File: src/sv/wgm_pkg.sv
package wgm_pkg;

  // default buffer depths
  localparam int MAX_PATTERN_DEF = 256;
  localparam int MAX_SUBJECT_DEF = 256;

  // depth of the command queue between front and back
  localparam int QUEUE_DEPTH = 2;

  localparam int CHAR_W = 16;

  // item kinds on the input port
  localparam logic [1:0] KIND_PATTERN  = 2'd0;
  localparam logic [1:0] KIND_SUBJECT  = 2'd1;
  localparam logic [1:0] KIND_EVALUATE = 2'd2;

  // wildcard characters
  localparam logic [CHAR_W-1:0] CH_STAR = 16'h002A;
  localparam logic [CHAR_W-1:0] CH_ANY  = 16'h003F;

  typedef enum logic [1:0] {
    OP_PAT,
    OP_SUB,
    OP_EVAL
  } op_t;

  typedef struct packed {
    op_t               op;
    logic [CHAR_W-1:0] code;
  } cmd_t;

  typedef enum logic [2:0] {
    ST_IDLE,
    ST_FETCH,
    ST_COMPARE,
    ST_TAIL_FETCH,
    ST_TAIL_COMPARE,
    ST_DONE
  } state_t;

endpackage

File: src/sv/wgm_front.sv
module wgm_front (
  input  logic                               clk,
  input  logic                               rst_n,
  input  logic                               in_push,
  output logic                               in_full,
  input  logic [1:0]                         in_kind,
  input  logic [wgm_pkg::CHAR_W-1:0]         in_char_code,
  output logic                               cmd_valid,
  output wgm_pkg::cmd_t                      cmd,
  input  logic                               cmd_pop
);

  localparam int QAW = (wgm_pkg::QUEUE_DEPTH > 1) ? $clog2(wgm_pkg::QUEUE_DEPTH) : 1;
  localparam int QCW = $clog2(wgm_pkg::QUEUE_DEPTH + 1);

  wgm_pkg::cmd_t  queue_r [wgm_pkg::QUEUE_DEPTH];
  logic [QAW-1:0] wr_ptr_r, wr_ptr_nxt;
  logic [QAW-1:0] rd_ptr_r, rd_ptr_nxt;
  logic [QCW-1:0] count_r, count_nxt;

  logic           accept;
  logic           keep;
  wgm_pkg::cmd_t  new_cmd;
  logic           do_wr;
  logic           do_rd;

  // classify: zero-character loads and unused kinds are dropped here
  always_comb begin
    keep         = 1'b0;
    new_cmd.op   = wgm_pkg::OP_EVAL;
    new_cmd.code = in_char_code;
    case (in_kind)
      wgm_pkg::KIND_PATTERN: begin
        new_cmd.op = wgm_pkg::OP_PAT;
        keep       = (in_char_code != '0);
      end
      wgm_pkg::KIND_SUBJECT: begin
        new_cmd.op = wgm_pkg::OP_SUB;
        keep       = (in_char_code != '0);
      end
      wgm_pkg::KIND_EVALUATE: begin
        new_cmd.op = wgm_pkg::OP_EVAL;
        keep       = 1'b1;
      end
      default: begin
        keep = 1'b0;
      end
    endcase
  end

  assign in_full   = (count_r == QCW'(wgm_pkg::QUEUE_DEPTH));
  assign accept    = in_push && !in_full;
  assign do_wr     = accept && keep;
  assign cmd_valid = (count_r != '0);
  assign do_rd     = cmd_pop && cmd_valid;
  assign cmd       = queue_r[rd_ptr_r];

  always_comb begin
    wr_ptr_nxt = wr_ptr_r;
    rd_ptr_nxt = rd_ptr_r;
    count_nxt  = count_r;
    if (do_wr) begin
      wr_ptr_nxt = (wr_ptr_r == QAW'(wgm_pkg::QUEUE_DEPTH - 1)) ? '0 : wr_ptr_r + 1'b1;
    end
    if (do_rd) begin
      rd_ptr_nxt = (rd_ptr_r == QAW'(wgm_pkg::QUEUE_DEPTH - 1)) ? '0 : rd_ptr_r + 1'b1;
    end
    if (do_wr && !do_rd) begin
      count_nxt = count_r + 1'b1;
    end else if (do_rd && !do_wr) begin
      count_nxt = count_r - 1'b1;
    end
  end

  always_ff @(posedge clk) begin
    if (!rst_n) begin
      wr_ptr_r <= '0;
      rd_ptr_r <= '0;
      count_r  <= '0;
    end else begin
      wr_ptr_r <= wr_ptr_nxt;
      rd_ptr_r <= rd_ptr_nxt;
      count_r  <= count_nxt;
    end
  end

  always_ff @(posedge clk) begin
    if (do_wr) begin
      queue_r[wr_ptr_r] <= new_cmd;
    end
  end

endmodule

File: config.mk
export PLATFORM = sky130hd
export DESIGN_NAME = wgm_front
export DESIGN_NICKNAME = d
export VERILOG_FILES = /design/src/sv/wgm_pkg.sv /design/src/sv/wgm_front.sv
export SDC_FILE = /design/constraint.sdc
export NUM_CORES = 1
export LEC_CHECK = 0
export ABC_AREA = 1
export ABC_CLOCK_PERIOD_IN_PS = 3100
export BUFFER_PORTS_ARGS = -buffer_cell sky130_fd_sc_hd__buf_2
export CORE_ASPECT_RATIO = 1.75
export CORE_UTILIZATION = 32
export CTS_CLUSTER_DIAMETER = 60
export DETAILED_ROUTE_END_ITERATION = 7
export GPL_TIMING_DRIVEN = 0
export HOLD_SLACK_MARGIN = 0.12
export PLACE_DENSITY = 0.54
export SLEW_MARGIN = 15
export SYNTH_ARGS = -nofsm -noshare
export SYNTH_HDL_FRONTEND = slang
export SYNTH_SLANG_ARGS = --single-unit
File: constraint.sdc
create_clock -name clk -period 3.1 [get_ports clk]
set_input_delay 0.155 -clock clk [delete_from_list [all_inputs] [get_ports clk]]
set_output_delay 0.155 -clock clk [all_outputs]
set_load 0.05 [all_outputs]
==> impl_metrics.json <==
{
  "drt-total-wl_mm": 2.97,
  "register_area_mm2": 0.00118,
  "cts_root_buf": "clkbuf_8",
  "hold_buffers": 16,
  "syn-num-nets": 129,
  "fin_nets": 194,
  "grt_usage_pct": 12.0,
  "grt_pass1_vias": 1071,
  "synth_top_area_cell": "edfxtp_1",
  "crit_chain": "dlygate4sd3_1, buf_2, or2_1, nor2_2, nand3_2, nand2_1, inv_1, ha_1, a21oi_1, o21ai_1, o21ai_0, a21oi_1",
  "cts_inserted_buffers": 5,
  "clkTransAtPathRegs_ps": 70,
  "synthTopCellsByArea": "edfxtp_1 (67%), mux2_1 (7.0%), dfxtp_1 (6.2%)",
  "crit_slowest_cell": "dlygate4sd3_1",
  "min_period_over_period_pct": 64.8,
  "yosys_register_bits": 41,
  "clk_path_buf_depth": 2,
  "setup_violations": 0,
  "ys_types": 20,
  "tritoncts": "done",
  "overflow": 0,
  "wire_per_inst_um": 13.3,
  "setup_tns_ps": 0,
  "fin_crit_ps": 2010,
  "die_w_um": 55.8,
  "worstSetupPathType": "in2reg",
  "finalPower_mw": 1.72,
  "grt_first_pass_wirelength_mm": 4.66,
  "globalplace.congestion": 0.706,
  "p_per_area_mw_per_mm2": 787,
  "avgSynthCellArea_um2": 15.3,
  "synthesis.area_mm2": 0.00162,
  "ys_warn_count": 0,
  "fillers": 460,
  "multiInputGateArea_um2": 394,
  "post-dp-hpwl_mm": 2.11,
  "worstPathMaxFanout": 3,
  "drt-pass1-iter-count": 4,
  "hold_viol": 0,
  "rsz0062_at_grt": "no",
  "max_slew_margin_pct": 52.2,
  "hold_class": "in2reg",
  "vias_per_cell": 4.54,
  "cp-start-kind": "input pin",
  "ant_nets": 0,
  "status": "finished, final reports clean",
  "cpPeakStageDelay_ps": 530,
  "ioPinCount": 42,
  "num_rows": 33,
  "finalMaxSlewViolations": 0,
  "synth_top_area_share_pct": 66.8,
  "async_flop_share_pct": 0,
  "start_util_pct": 33.8,
  "maxCapViolCount": 0,
  "fmax_ghz": 0.498,
  "diodes": 0,
  "cts_resized": 0,
  "drc": 0,
  "portBuffers": 41,
  "clock-sinks": 41,
  "synth_edf_count": 36,
  "die_y_um": 96.1,
  "synth_most_common_cell": "edfxtp_1",
  "die_area_mm2": 0.00536,
  "final_layout_size_suffix_gt1_share_pct": 39.0,
  "ir_drop_v": 0.000555,
  "syn_inst": 106,
  "fin_skew_ps": 5.47,
  "antenna_found_initial": 0,
  "crit_required_ps": 3270,
  "coreArea_mm2": 0.00479,
  "p_leak_nw": 0.853,
  "synth_common_cells": "edfxtp_1 (36), nor2_1 (11), mux2_1 (10), mux2_2 (8), nand2_1 (7)",
  "endpoint_kind": "register",
  "synth_flop_cell": "edfxtp_1",
  "drtIter0Drc": 17,
  "clock_latency_ps": 290,
  "h-tree-depth": 2,
  "synthToLayoutAreaGrowth_pct": 34.6,
  "crit_arrival_ps": 2180,
  "cpMostUsedCell": "a21oi_1",
  "ys_seq_area_share_pct": 73.0,
  "grt_max_degree": 19,
  "worst_pin_slew_ps": 717,
  "vias": 1017,
  "post_cts_buffers": 0
}
-- layer usage --
layer | part of all wire [%] | wire, µm | track usage, %
met1 | 36 | 1060 | 10.5
met2 | 57 | 1700 | 23.9
met3 | 4.8 | 143 | 3.76
met4 | 2.3 | 67 | 6.25
met5 | 0 | 0 | 0
-- worst paths after layout --
path | from | end | slack (ps) | cells after the start
max | in_char_code[3] | count_r[1]$_SDFFE_PN0P_ | 1090 | 12
min | rst_n | wr_ptr_r$_SDFFE_PN0N_ | 130 | 3
max reg2reg | count_r[0]$_SDFFE_PN0P_ | queue_r[0][2]$_DFFE_PP_ | 1450 | 5
min reg2reg | rd_ptr_r$_SDFFE_PN0P_ | register | 490 | 2
-- placed cells by master (no fill, tap or decap), types with 2 or more instances in the layout --
cell type      netlist  final
o21ai_0              2      2
clkbuf_8             0      6
nand3_2              2      2
inv_2                2      2
o21ai_1              3      3
mux2_1              10     10
buf_6                1      2
nand2_1              7      7
dfxtp_1              5      5
clkbuf_1             1      2
nor2_2               2      3
mux2_2               8      8
dlygate4sd3_1        0     16
inv_1                5      5
nor2_1              11     10
edfxtp_1            36     36
a21oi_1              6      6
buf_2                1     42
-- critical path, delay by kind of cell --
family / cells / cell delay, ps
AO/OA/AOI/OAI: 4 / 420
buffers and inverters: 3 / 710
AND/OR/NAND/NOR: 4 / 590
adder cells (fa/ha/maj): 1 / 300
-- per-stage QoR --
stage | cells | setup slack [ps] | util (%) | hold slack (ps) | instance area [µm²]
global placement | 199 | 825 | 39.4 | 354 | 1890
floorplan | 106 | 1260 | - | 254 | 1620
global route | 224 | 903 | 45.5 | 121 | 2180
detailed placement | 200 | 1330 | 39.7 | 364 | 1900
finish | 224 | 1090 | 45.5 | 128 | 2180
CTS | 224 | 1080 | 45.5 | 121 | 2180
-- cell type report --
class                           count  share of cell area, %
Multi-Input combinational cell     55                   18.1
Tap cell                           52                   2.99
Sequential cell                    41                   54.2
Buffer                              3                  0.918
Clock inverter                      1                   1.38
Inverter                            7                   1.21
Clock buffer                        7                   3.96
Timing Repair Buffer               58                   17.3
-- flip-flops by register name, indices dropped and copies added, names as in the netlist, named ones only --
register  cells
count_r       2
queue_r      36
wr_ptr_r      1
rd_ptr_r      1
-- report_power, final --
part,internal (mW),leakage (nW),switching (mW)
combinational,0.167,0.420,0.422
sequential,0.680,0.375,0.0201
clock,0.262,0.0585,0.164
-- kinds of logic (layout without fill, tap and decap cells) --
group | Yosys count | count (layout) | synth area share (%)
and+or+nand+nor | 24 | 24 | 6.96
AOI/OAI and AO/OA | 12 | 12 | 3.94
adders and majority gates | 1 | 1 | 0.773
muxes | 18 | 18 | 12.5
buffers and inverters | 10 | 76 | 2.86
DFF | 41 | 41 | 73.0
Power figures use the tool's default switching activity.
